[src/sv/sdcs_pkg.sv]
package sdcs_pkg;

  localparam int RAW_W           = 16;
  localparam int OUT_W           = 8;
  localparam int REG_W           = 15;
  localparam int DIV_W           = 16;
  localparam int Q_MAX           = 127;
  localparam int CAL_SAMPLES_DEF = 256;

  localparam logic [REG_W-1:0] CPI_RST = REG_W'(1024);
  localparam logic [REG_W-1:0] LIM_RST = REG_W'(8);

  localparam int CFG_IDX_W = 1;
  localparam logic [CFG_IDX_W-1:0] CFG_CPI = 1'b0;
  localparam logic [CFG_IDX_W-1:0] CFG_LIM = 1'b1;

  typedef enum logic [1:0] {
    OP_NONE,
    OP_NUDGE,
    OP_SCALE,
    OP_CAL
  } lane_op_t;

  typedef struct packed {
    lane_op_t op;
    logic     last;
  } lane_cmd_t;

  typedef struct packed {
    logic                    in_win;
    logic                    done;
    logic                    nz;
    logic signed [OUT_W-1:0] q;
  } lane_stat_t;

endpackage

[src/sv/sdcs_in_if.sv]
interface sdcs_in_if;
  logic                                  valid;
  logic                                  ready;
  logic                                  mode;
  logic signed [sdcs_pkg::RAW_W-1:0]     raw_x;
  logic signed [sdcs_pkg::RAW_W-1:0]     raw_y;

  modport source (output valid, mode, raw_x, raw_y, input ready);
  modport sink (input valid, mode, raw_x, raw_y, output ready);
endinterface

[src/sv/sdcs_out_if.sv]
interface sdcs_out_if;
  logic                                  valid;
  logic                                  ready;
  logic signed [sdcs_pkg::OUT_W-1:0]     dx;
  logic signed [sdcs_pkg::OUT_W-1:0]     dy;
  logic                                  moved;
  logic                                  neutral;

  modport source (output valid, dx, dy, moved, neutral, input ready);
  modport sink (input valid, dx, dy, moved, neutral, output ready);
endinterface

[src/sv/sdcs_lane.sv]
module sdcs_lane #(
  parameter int CAL_SAMPLES = sdcs_pkg::CAL_SAMPLES_DEF
) (
  input  logic                                clk,
  input  logic                                rst_n,
  input  sdcs_pkg::lane_cmd_t                 cmd,
  input  logic signed [sdcs_pkg::RAW_W-1:0]   raw,
  input  logic [sdcs_pkg::REG_W-1:0]          cpi,
  input  logic [sdcs_pkg::REG_W-1:0]          lim,
  output sdcs_pkg::lane_stat_t                stat
);

  localparam int RAW_W = sdcs_pkg::RAW_W;
  localparam int DIV_W = sdcs_pkg::DIV_W;
  localparam int OUT_W = sdcs_pkg::OUT_W;
  localparam int SUM_W = RAW_W + $clog2(CAL_SAMPLES);
  localparam int CNT_W = $clog2(SUM_W + 1);
  localparam int WIN_W = RAW_W + 2;
  localparam logic [DIV_W-1:0] CAL_DIVISOR = DIV_W'(CAL_SAMPLES);
  localparam logic [CNT_W-1:0] LAST_STEP   = CNT_W'(SUM_W - 1);

  logic signed [RAW_W-1:0] zero_r, drift_r, rem_r;
  logic signed [SUM_W-1:0] sum_r;
  logic [SUM_W-1:0]        dvd_r;
  logic [DIV_W:0]          prem_r;
  logic [DIV_W-1:0]        dvs_r;
  logic [CNT_W-1:0]        cnt_r;
  logic                    busy_r, fin_r, neg_r, tcal_r, done_r, nz_r;
  logic signed [OUT_W-1:0] q_r;

  logic signed [WIN_W-1:0] raw_w, zero_w, drift_w, lim_w, d1, d_nudge;
  logic                    in_win, up;
  logic signed [SUM_W-1:0] v, sum_nxt, dvd_start;
  logic [SUM_W-1:0]        dvd_mag;
  logic [DIV_W-1:0]        cpi_eff;
  logic [DIV_W:0]          shifted, diff;
  logic                    qbit;
  logic [SUM_W-1:0]        q_sgn;
  logic [DIV_W-1:0]        r_sgn;
  logic [OUT_W-2:0]        q_sat;
  logic signed [OUT_W-1:0] q_fin;

  always_comb begin
    raw_w   = WIN_W'(raw);
    zero_w  = WIN_W'(zero_r);
    drift_w = WIN_W'(drift_r);
    lim_w   = $signed({{(WIN_W-sdcs_pkg::REG_W){1'b0}}, lim});
    in_win  = (raw_w < zero_w + lim_w) && (raw_w > zero_w - lim_w);
    up      = raw_w > zero_w + drift_w;
    d1      = up ? drift_w + WIN_W'(1) : drift_w - WIN_W'(1);
    if (d1 > lim_w) begin
      d_nudge = lim_w;
    end else if (d1 < -lim_w) begin
      d_nudge = -lim_w;
    end else begin
      d_nudge = d1;
    end

    v         = SUM_W'(raw) - SUM_W'(zero_r) - SUM_W'(drift_r) + SUM_W'(rem_r);
    sum_nxt   = sum_r + SUM_W'(raw);
    dvd_start = (cmd.op == sdcs_pkg::OP_SCALE) ? v : sum_nxt;
    dvd_mag   = dvd_start[SUM_W-1] ? SUM_W'(-dvd_start) : SUM_W'(dvd_start);
    cpi_eff   = (cpi == '0) ? DIV_W'(1) : DIV_W'(cpi);

    shifted = {prem_r[DIV_W-1:0], dvd_r[SUM_W-1]};
    diff    = shifted - {1'b0, dvs_r};
    qbit    = !diff[DIV_W];

    q_sgn = neg_r ? SUM_W'(-dvd_r) : dvd_r;
    r_sgn = neg_r ? DIV_W'(-prem_r[DIV_W-1:0]) : prem_r[DIV_W-1:0];
    q_sat = (dvd_r > SUM_W'(sdcs_pkg::Q_MAX)) ? (OUT_W-1)'(sdcs_pkg::Q_MAX)
                                              : dvd_r[OUT_W-2:0];
    q_fin = neg_r ? -$signed({1'b0, q_sat}) : $signed({1'b0, q_sat});
  end

  always_ff @(posedge clk) begin
    if (!rst_n) begin
      zero_r  <= '0;
      drift_r <= '0;
      rem_r   <= '0;
      sum_r   <= '0;
      busy_r  <= 1'b0;
      fin_r   <= 1'b0;
      done_r  <= 1'b0;
      cnt_r   <= '0;
    end else begin
      done_r <= 1'b0;
      fin_r  <= 1'b0;
      unique case (cmd.op)
        sdcs_pkg::OP_NONE: begin
        end
        sdcs_pkg::OP_NUDGE: begin
          drift_r <= d_nudge[RAW_W-1:0];
        end
        sdcs_pkg::OP_SCALE: begin
          dvd_r  <= dvd_mag;
          neg_r  <= dvd_start[SUM_W-1];
          prem_r <= '0;
          dvs_r  <= cpi_eff;
          tcal_r <= 1'b0;
          cnt_r  <= '0;
          busy_r <= 1'b1;
        end
        sdcs_pkg::OP_CAL: begin
          if (cmd.last) begin
            sum_r  <= '0;
            dvd_r  <= dvd_mag;
            neg_r  <= dvd_start[SUM_W-1];
            prem_r <= '0;
            dvs_r  <= CAL_DIVISOR;
            tcal_r <= 1'b1;
            cnt_r  <= '0;
            busy_r <= 1'b1;
          end else begin
            sum_r <= sum_nxt;
          end
        end
      endcase
      if (busy_r) begin
        prem_r <= qbit ? diff : shifted;
        dvd_r  <= {dvd_r[SUM_W-2:0], qbit};
        cnt_r  <= cnt_r + CNT_W'(1);
        if (cnt_r == LAST_STEP) begin
          busy_r <= 1'b0;
          fin_r  <= 1'b1;
        end
      end
      if (fin_r) begin
        if (tcal_r) begin
          zero_r <= q_sgn[RAW_W-1:0];
        end else begin
          rem_r <= r_sgn[RAW_W-1:0];
        end
        q_r    <= q_fin;
        nz_r   <= dvd_r != '0;
        done_r <= 1'b1;
      end
    end
  end

  assign stat.in_win = in_win;
  assign stat.done   = done_r;
  assign stat.nz     = nz_r;
  assign stat.q      = q_r;

endmodule

[src/sv/stick_drift_comp_scaler_unit.sv]
// Pointing-stick scaler: one word in gives one word out. A tracking word that
// falls in the neutral window, or a calibration word that does not close a
// round, skips the wait state; a scaled tracking word, or the calibration word
// that closes a round, waits in that state on the one-bit-per-cycle restoring
// divider in each of the two axis lanes. The X and Y lanes run side by side and
// the result is merged into an output register, so a new word is taken while
// the last result still waits. Configuration writes land at once and belong in
// idle periods.
module stick_drift_comp_scaler_unit #(
  parameter int CAL_SAMPLES = sdcs_pkg::CAL_SAMPLES_DEF
) (
  input  logic                                clk,
  input  logic                                rst_n,
  sdcs_in_if.sink                             in_if,
  sdcs_out_if.source                          out_if,
  input  logic                                cfg_we,
  input  logic [sdcs_pkg::CFG_IDX_W-1:0]      cfg_idx,
  input  logic [sdcs_pkg::REG_W-1:0]          cfg_wdata
);

  localparam int RAW_W = sdcs_pkg::RAW_W;
  localparam int OUT_W = sdcs_pkg::OUT_W;
  localparam int CC_W  = $clog2(CAL_SAMPLES);
  localparam logic [CC_W-1:0] CC_LAST = CC_W'(CAL_SAMPLES - 1);

  typedef enum logic [1:0] {
    S_IDLE,
    S_EVAL,
    S_WAIT,
    S_DONE
  } state_t;

  state_t                      state_r;
  logic [sdcs_pkg::REG_W-1:0]  cpi_r, lim_r;
  logic                        mode_r;
  logic signed [RAW_W-1:0]     raw_x_r, raw_y_r;
  logic [CC_W-1:0]             cal_cnt_r;
  logic signed [OUT_W-1:0]     res_dx_r, res_dy_r;
  logic                        res_moved_r, res_neutral_r;
  logic                        out_valid_r;
  logic signed [OUT_W-1:0]     out_dx_r, out_dy_r;
  logic                        out_moved_r, out_neutral_r;

  sdcs_pkg::lane_cmd_t  cmd;
  sdcs_pkg::lane_stat_t lx_st, ly_st;
  logic                 both_win, cal_last;

  always_ff @(posedge clk) begin
    if (!rst_n) begin
      cpi_r <= sdcs_pkg::CPI_RST;
      lim_r <= sdcs_pkg::LIM_RST;
    end else if (cfg_we) begin
      unique case (cfg_idx)
        sdcs_pkg::CFG_CPI: cpi_r <= cfg_wdata;
        sdcs_pkg::CFG_LIM: lim_r <= cfg_wdata;
      endcase
    end
  end

  assign both_win = lx_st.in_win && ly_st.in_win;
  assign cal_last = cal_cnt_r == CC_LAST;

  always_comb begin
    cmd.op   = sdcs_pkg::OP_NONE;
    cmd.last = 1'b0;
    if (state_r == S_EVAL) begin
      if (mode_r) begin
        cmd.op   = sdcs_pkg::OP_CAL;
        cmd.last = cal_last;
      end else if (both_win) begin
        cmd.op = sdcs_pkg::OP_NUDGE;
      end else begin
        cmd.op = sdcs_pkg::OP_SCALE;
      end
    end
  end

  sdcs_lane #(.CAL_SAMPLES(CAL_SAMPLES)) u_lane_x (
    .clk   (clk),
    .rst_n (rst_n),
    .cmd   (cmd),
    .raw   (raw_x_r),
    .cpi   (cpi_r),
    .lim   (lim_r),
    .stat  (lx_st)
  );

  sdcs_lane #(.CAL_SAMPLES(CAL_SAMPLES)) u_lane_y (
    .clk   (clk),
    .rst_n (rst_n),
    .cmd   (cmd),
    .raw   (raw_y_r),
    .cpi   (cpi_r),
    .lim   (lim_r),
    .stat  (ly_st)
  );

  always_ff @(posedge clk) begin
    if (!rst_n) begin
      state_r     <= S_IDLE;
      cal_cnt_r   <= '0;
      out_valid_r <= 1'b0;
    end else begin
      if (out_valid_r && out_if.ready) begin
        out_valid_r <= 1'b0;
      end
      unique case (state_r)
        S_IDLE: begin
          if (in_if.valid) begin
            mode_r  <= in_if.mode;
            raw_x_r <= in_if.raw_x;
            raw_y_r <= in_if.raw_y;
            state_r <= S_EVAL;
          end
        end
        S_EVAL: begin
          res_dx_r      <= '0;
          res_dy_r      <= '0;
          res_moved_r   <= 1'b0;
          res_neutral_r <= 1'b0;
          if (mode_r) begin
            cal_cnt_r <= cal_last ? '0 : cal_cnt_r + CC_W'(1);
            state_r   <= cal_last ? S_WAIT : S_DONE;
          end else if (both_win) begin
            res_neutral_r <= 1'b1;
            state_r       <= S_DONE;
          end else begin
            state_r <= S_WAIT;
          end
        end
        S_WAIT: begin
          if (lx_st.done) begin
            if (!mode_r) begin
              res_dx_r    <= lx_st.q;
              res_dy_r    <= ly_st.q;
              res_moved_r <= lx_st.nz || ly_st.nz;
            end
            state_r <= S_DONE;
          end
        end
        S_DONE: begin
          if (!out_valid_r || out_if.ready) begin
            out_valid_r   <= 1'b1;
            out_dx_r      <= res_dx_r;
            out_dy_r      <= res_dy_r;
            out_moved_r   <= res_moved_r;
            out_neutral_r <= res_neutral_r;
            state_r       <= S_IDLE;
          end
        end
      endcase
    end
  end

  assign in_if.ready    = state_r == S_IDLE;
  assign out_if.valid   = out_valid_r;
  assign out_if.dx      = out_dx_r;
  assign out_if.dy      = out_dy_r;
  assign out_if.moved   = out_moved_r;
  assign out_if.neutral = out_neutral_r;

  a_lanes_in_step: assert property (@(posedge clk) disable iff (!rst_n)
    lx_st.done == ly_st.done)
    else $error("axis lanes finished out of step");

  a_one_in_flight: assert property (@(posedge clk) disable iff (!rst_n)
    in_if.valid && in_if.ready |=> !in_if.ready)
    else $error("second word taken while one is in flight");

  a_neutral_still: assert property (@(posedge clk) disable iff (!rst_n)
    out_valid_r && out_neutral_r |-> !out_moved_r && out_dx_r == '0 && out_dy_r == '0)
    else $error("neutral word reports motion");

  a_done_only_waiting: assert property (@(posedge clk) disable iff (!rst_n)
    lx_st.done |-> state_r == S_WAIT)
    else $error("divider result arrived outside wait");

  a_cal_count_range: assert property (@(posedge clk) disable iff (!rst_n)
    cal_cnt_r <= CC_LAST)
    else $error("calibration count past round length");

endmodule
[src/flat_wrapper.sv]
// flat-port wrapper written by rule: the top's interface ports become plain ports
module stick_drift_comp_scaler_unit_flat 
#(
  parameter int CAL_SAMPLES = sdcs_pkg::CAL_SAMPLES_DEF
)
  (clk, rst_n, cfg_we, cfg_idx, cfg_wdata, in_if_valid, in_if_mode, in_if_raw_x, in_if_raw_y, in_if_ready, out_if_valid, out_if_dx, out_if_dy, out_if_moved, out_if_neutral, out_if_ready);
  sdcs_in_if in_if_i ();
  sdcs_out_if out_if_i ();
  input  logic clk;
  input  logic rst_n;
  input  logic cfg_we;
  input  logic [sdcs_pkg::CFG_IDX_W-1:0] cfg_idx;
  input  logic [sdcs_pkg::REG_W-1:0] cfg_wdata;
  input wire logic [$bits(in_if_i.valid)-1:0] in_if_valid;
  input wire logic [$bits(in_if_i.mode)-1:0] in_if_mode;
  input wire logic [$bits(in_if_i.raw_x)-1:0] in_if_raw_x;
  input wire logic [$bits(in_if_i.raw_y)-1:0] in_if_raw_y;
  output wire logic [$bits(in_if_i.ready)-1:0] in_if_ready;
  output wire logic [$bits(out_if_i.valid)-1:0] out_if_valid;
  output wire logic [$bits(out_if_i.dx)-1:0] out_if_dx;
  output wire logic [$bits(out_if_i.dy)-1:0] out_if_dy;
  output wire logic [$bits(out_if_i.moved)-1:0] out_if_moved;
  output wire logic [$bits(out_if_i.neutral)-1:0] out_if_neutral;
  input wire logic [$bits(out_if_i.ready)-1:0] out_if_ready;
  assign in_if_i.valid = in_if_valid;
  assign in_if_i.mode = in_if_mode;
  assign in_if_i.raw_x = in_if_raw_x;
  assign in_if_i.raw_y = in_if_raw_y;
  assign in_if_ready = in_if_i.ready;
  assign out_if_valid = out_if_i.valid;
  assign out_if_dx = out_if_i.dx;
  assign out_if_dy = out_if_i.dy;
  assign out_if_moved = out_if_i.moved;
  assign out_if_neutral = out_if_i.neutral;
  assign out_if_i.ready = out_if_ready;
  stick_drift_comp_scaler_unit #(.CAL_SAMPLES(CAL_SAMPLES)) u_core (.clk(clk), .rst_n(rst_n), .in_if(in_if_i), .out_if(out_if_i), .cfg_we(cfg_we), .cfg_idx(cfg_idx), .cfg_wdata(cfg_wdata));
endmodule
[config.mk]
export PLATFORM = sky130hd
export DESIGN_NAME = stick_drift_comp_scaler_unit_flat
export DESIGN_NICKNAME = d
export VERILOG_FILES = /design/src/sv/sdcs_pkg.sv /design/src/sv/sdcs_in_if.sv /design/src/sv/sdcs_out_if.sv /design/src/sv/sdcs_lane.sv /design/src/sv/stick_drift_comp_scaler_unit.sv /design/src/flat_wrapper.sv
export SDC_FILE = /design/constraint.sdc
export NUM_CORES = 2
export LEC_CHECK = 0
export BUFFER_PORTS_ARGS = -buffer_cell sky130_fd_sc_hd__buf_2
export CELL_PAD_IN_SITES_DETAIL_PLACEMENT = 0
export CELL_PAD_IN_SITES_GLOBAL_PLACEMENT = 1
export CORE_MARGIN = 4
export CORE_UTILIZATION = 50
export DETAILED_ROUTE_END_ITERATION = 6
export PLACE_DENSITY_LB_ADDON = 0.1
export SETUP_SLACK_MARGIN = 0.2
export SLEW_MARGIN = 20
export SYNTH_ARGS = -nofsm -noshare
export SYNTH_HDL_FRONTEND = slang
export SYNTH_SLANG_ARGS = --single-unit
export TNS_END_PERCENT = 20
[constraint.sdc]
create_clock -name clk -period 11.7 [get_ports clk]
set_clock_uncertainty 0.2 [all_clocks]
set_input_delay 1.755 -clock clk [delete_from_list [all_inputs] [get_ports clk]]
set_output_delay 1.755 -clock clk [all_outputs]
set_load 0.05 [all_outputs]
==> impl_metrics.toml <==
[sta]
post-route-period-util_pct = 84.8
min_period_ps = 9920
finalSetupViolCount = 0
worst_pin_slew_ps = 1030
finalMaxSlewViolations = 0
hold_viol_final = 0
fin_tns_setup_ps = 0
slew_headroom_pct = 31.3
fmax_mhz = 101
hold_ws_ps = 216
rsz0062_at_grt = "no"

[layout]
fin_nets = 4574
final_cell_area_sq_um = 37700
layout.cells.non_filler = 4964
antennaDiodeCount = 0
areaGrowthSynthToFinish_pct = 8.34
drive_gt1_share_pct = 7.29

[synth]
synth-seq-cells = 385
yosysUniqueCellTypes = 112
syn_inst = 3968
ys_warn_count = 0
synth_area_sq_um = 34800
synth_edf_count = 185
synthMuxAreaShare_pct = 2.59
syn_area_per_cell_sq_um = 8.77
synth-simple-area-share_pct = 16.6
synth_fa_ha_area_share_pct = 20.5
synth-compound-area-share_pct = 20.9
synth-xor-area-share_pct = 7.30
syn_nets = 4547
yosysSeqAreaShare_pct = 27.5
synth_top_family_by_area = "compound AO/OA/AOI/OAI gates"
synth-async-reset-ratio_pct = 0
synth_ff_type = "dfxtp_1"

[placement]
numPortBuffers = 73
place.gp.congestion = 0.909
place_inst = 4877
place_area_sq_um = 36100
dp_hpwl_mm = 83.4

[clocking]
holdBufCountCts = 0
insertion_delay_ps = 600
ctsRootBufferMaster = "clkbuf_16"
cts_resized = 0
cts_tree = "yes"
cts_max_level = 2
cts_setup_buffers = 0
clock-sinks = 385
cts_max_path_buffers = 3
cts.clk_slew.worst_paths_ps = 60
cts_buffers = 47

[flow_run]
drv_cap = 0

[die]
die-area_sq_um = 73900
die-height_um = 272
coreArea_sq_um = 68800
die_x_um = 272
rows = 96
initial_core_util_pct = 50.6
io_pins = 74

[route]
wl_met2_mm = 50.2
m1WireLength_mm = 47.4
wl_mm = 106
first_iter_violations = 2197
antenna_left = 0
wl_met3_mm = 5.47
routed-via-count = 29195
drc = 0
wire_per_inst_um = 21.4
routed.top_layer = "met4"
viasPerCell = 5.88
drt-pass1-iter-count = 5

[setup_path]
cp.required_ps = 11940
cp_slowest_cell = "o22a_1"
crit_buf_inv = 2
start_kind = "flop"
cp_common_cell = "a21oi_1"
critical_path_peak_fanout = 20
max_stage_delay_ps = 690
cp_top_family = "compound AO/OA/AOI/OAI gates"
path_class = "flop to flop"
crit_arrival_ps = 10160
worstSetupEndpointType = "flop"

[global_routing]
grt_util_all_layers_pct = 28.0
overflow = 0
grt_start_max_net_pins = 67
grt_pass1_wl_mm = 163
antenna_found_initial = 0
grt_pass1_vias = 27570

[power]
power_mw = 5.96
ir_drop_uv = 128
p_leak_nw = 15.5
power_density_nw_per_um2 = 158

[hold_path]
hp-class = "flop to flop"

[run_status]
status = "completed"
## path summary, 6_finish.rpt
check / cells past startpoint / start / slack [ps] / endpoint
min reg2reg: 0 / u_core.res_dy_r[3] / 220 / u_core.out_if.dy[3]
min: 0 / u_core.res_dy_r[3] / 220 / u_core.out_if.dy[3]
max reg2reg: 40 / u_core.u_lane_y.zero_r[2] / 1780 / u_core.u_lane_y.drift_r[2]
max: 40 / u_core.u_lane_y.zero_r[2] / 1780 / u_core.u_lane_y.drift_r[2]
## where the power goes
part           switching [mW]  leakage, nW  internal, mW
sequential              0.168         3.31          1.65
combinational            1.61         11.4          1.00
clock                   0.634        0.755         0.885
## cells in the mapped netlist, types with 93 or more instances
master / number / share of area, %
ha_1: 447 / 16
nor2_1: 364 / 3.9
nand2_1: 300 / 3.2
a21oi_1: 275 / 4.0
inv_1: 258 / 2.8
dfxtp_1: 200 / 12
edfxtp_1: 185 / 16
o21ai_0: 184 / 2.6
xnor2_1: 171 / 4.3
xor2_1: 119 / 3.0
clkbuf_1: 107 / 1.2
a211oi_1: 93 / 2.0
## layout make-up
cell class | instances | area (sq um)
clock buffer | 61 | 1310
clock inverter | 26 | 282
fill | 6543 | 31100
inverter | 263 | 992
multi-input combinational | 3185 | 23700
sequential | 385 | 9560
tap | 931 | 1160
timing repair buffer | 113 | 666
## flip-flops by register name, indices dropped and copies added, names as in the netlist, 15 cells and up
register / count
u_core.raw_y_r: 16
u_core.u_lane_y.prem_r: 16
u_core.u_lane_x.sum_r: 24
u_core.u_lane_y.dvd_r: 24
u_core.u_lane_x.rem_r: 16
u_core.u_lane_y.drift_r: 16
u_core.u_lane_x.zero_r: 16
u_core.lim_r: 15
u_core.u_lane_y.rem_r: 16
u_core.raw_x_r: 16
u_core.u_lane_x.drift_r: 16
u_core.u_lane_y.zero_r: 16
u_core.u_lane_y.sum_r: 24
u_core.u_lane_x.dvd_r: 24
u_core.u_lane_x.prem_r: 16
u_core.cpi_r: 15
u_core.u_lane_x.dvs_r: 15
## metrics by stage
stage / util (%) / setup WS (ps)
3_3_place_gp: 52.5 / 1960
4_1_cts: 54.8 / 1890
6_report: 54.8 / 1780
3_5_place_dp: 52.5 / 1920
2_1_floorplan: - / 2990
5_1_grt: 54.8 / 1060
## layout by cell type, fill, tap and decap left out, drive strengths merged, types with 61 or more instances in the layout
cell type  count
ha           447
nor2         364
nand2        301
a21oi        276
inv          262
o21ai        201
dfxtp        200
edfxtp       185
xnor2        171
xor2         119
buf          113
a211oi        97
a21o          92
nor3          87
nand3         79
fa            78
mux2i         70
clkbuf        61
## cell families after synthesis
group                      Yosys count
adders and majority gates          525
xor gates and xnor gates           290
buffers and inverters              398
DFF                                385
AOI/OAI and AO/OA                 1087
muxes                               88
and+or+nand+nor                   1195
## per-layer routing
| metal | GRT usage (%) | vias up |
|---|---|---|
| met5 | 0 | - |
| met2 | 47.6 | 700 |
| met4 | 7.88 | 0 |
| met3 | 3.37 | 136 |
| met1 | 37.8 | 13842 |
| li1 | - | 14517 |
No activity file was read; power rests on OpenSTA's default activity.
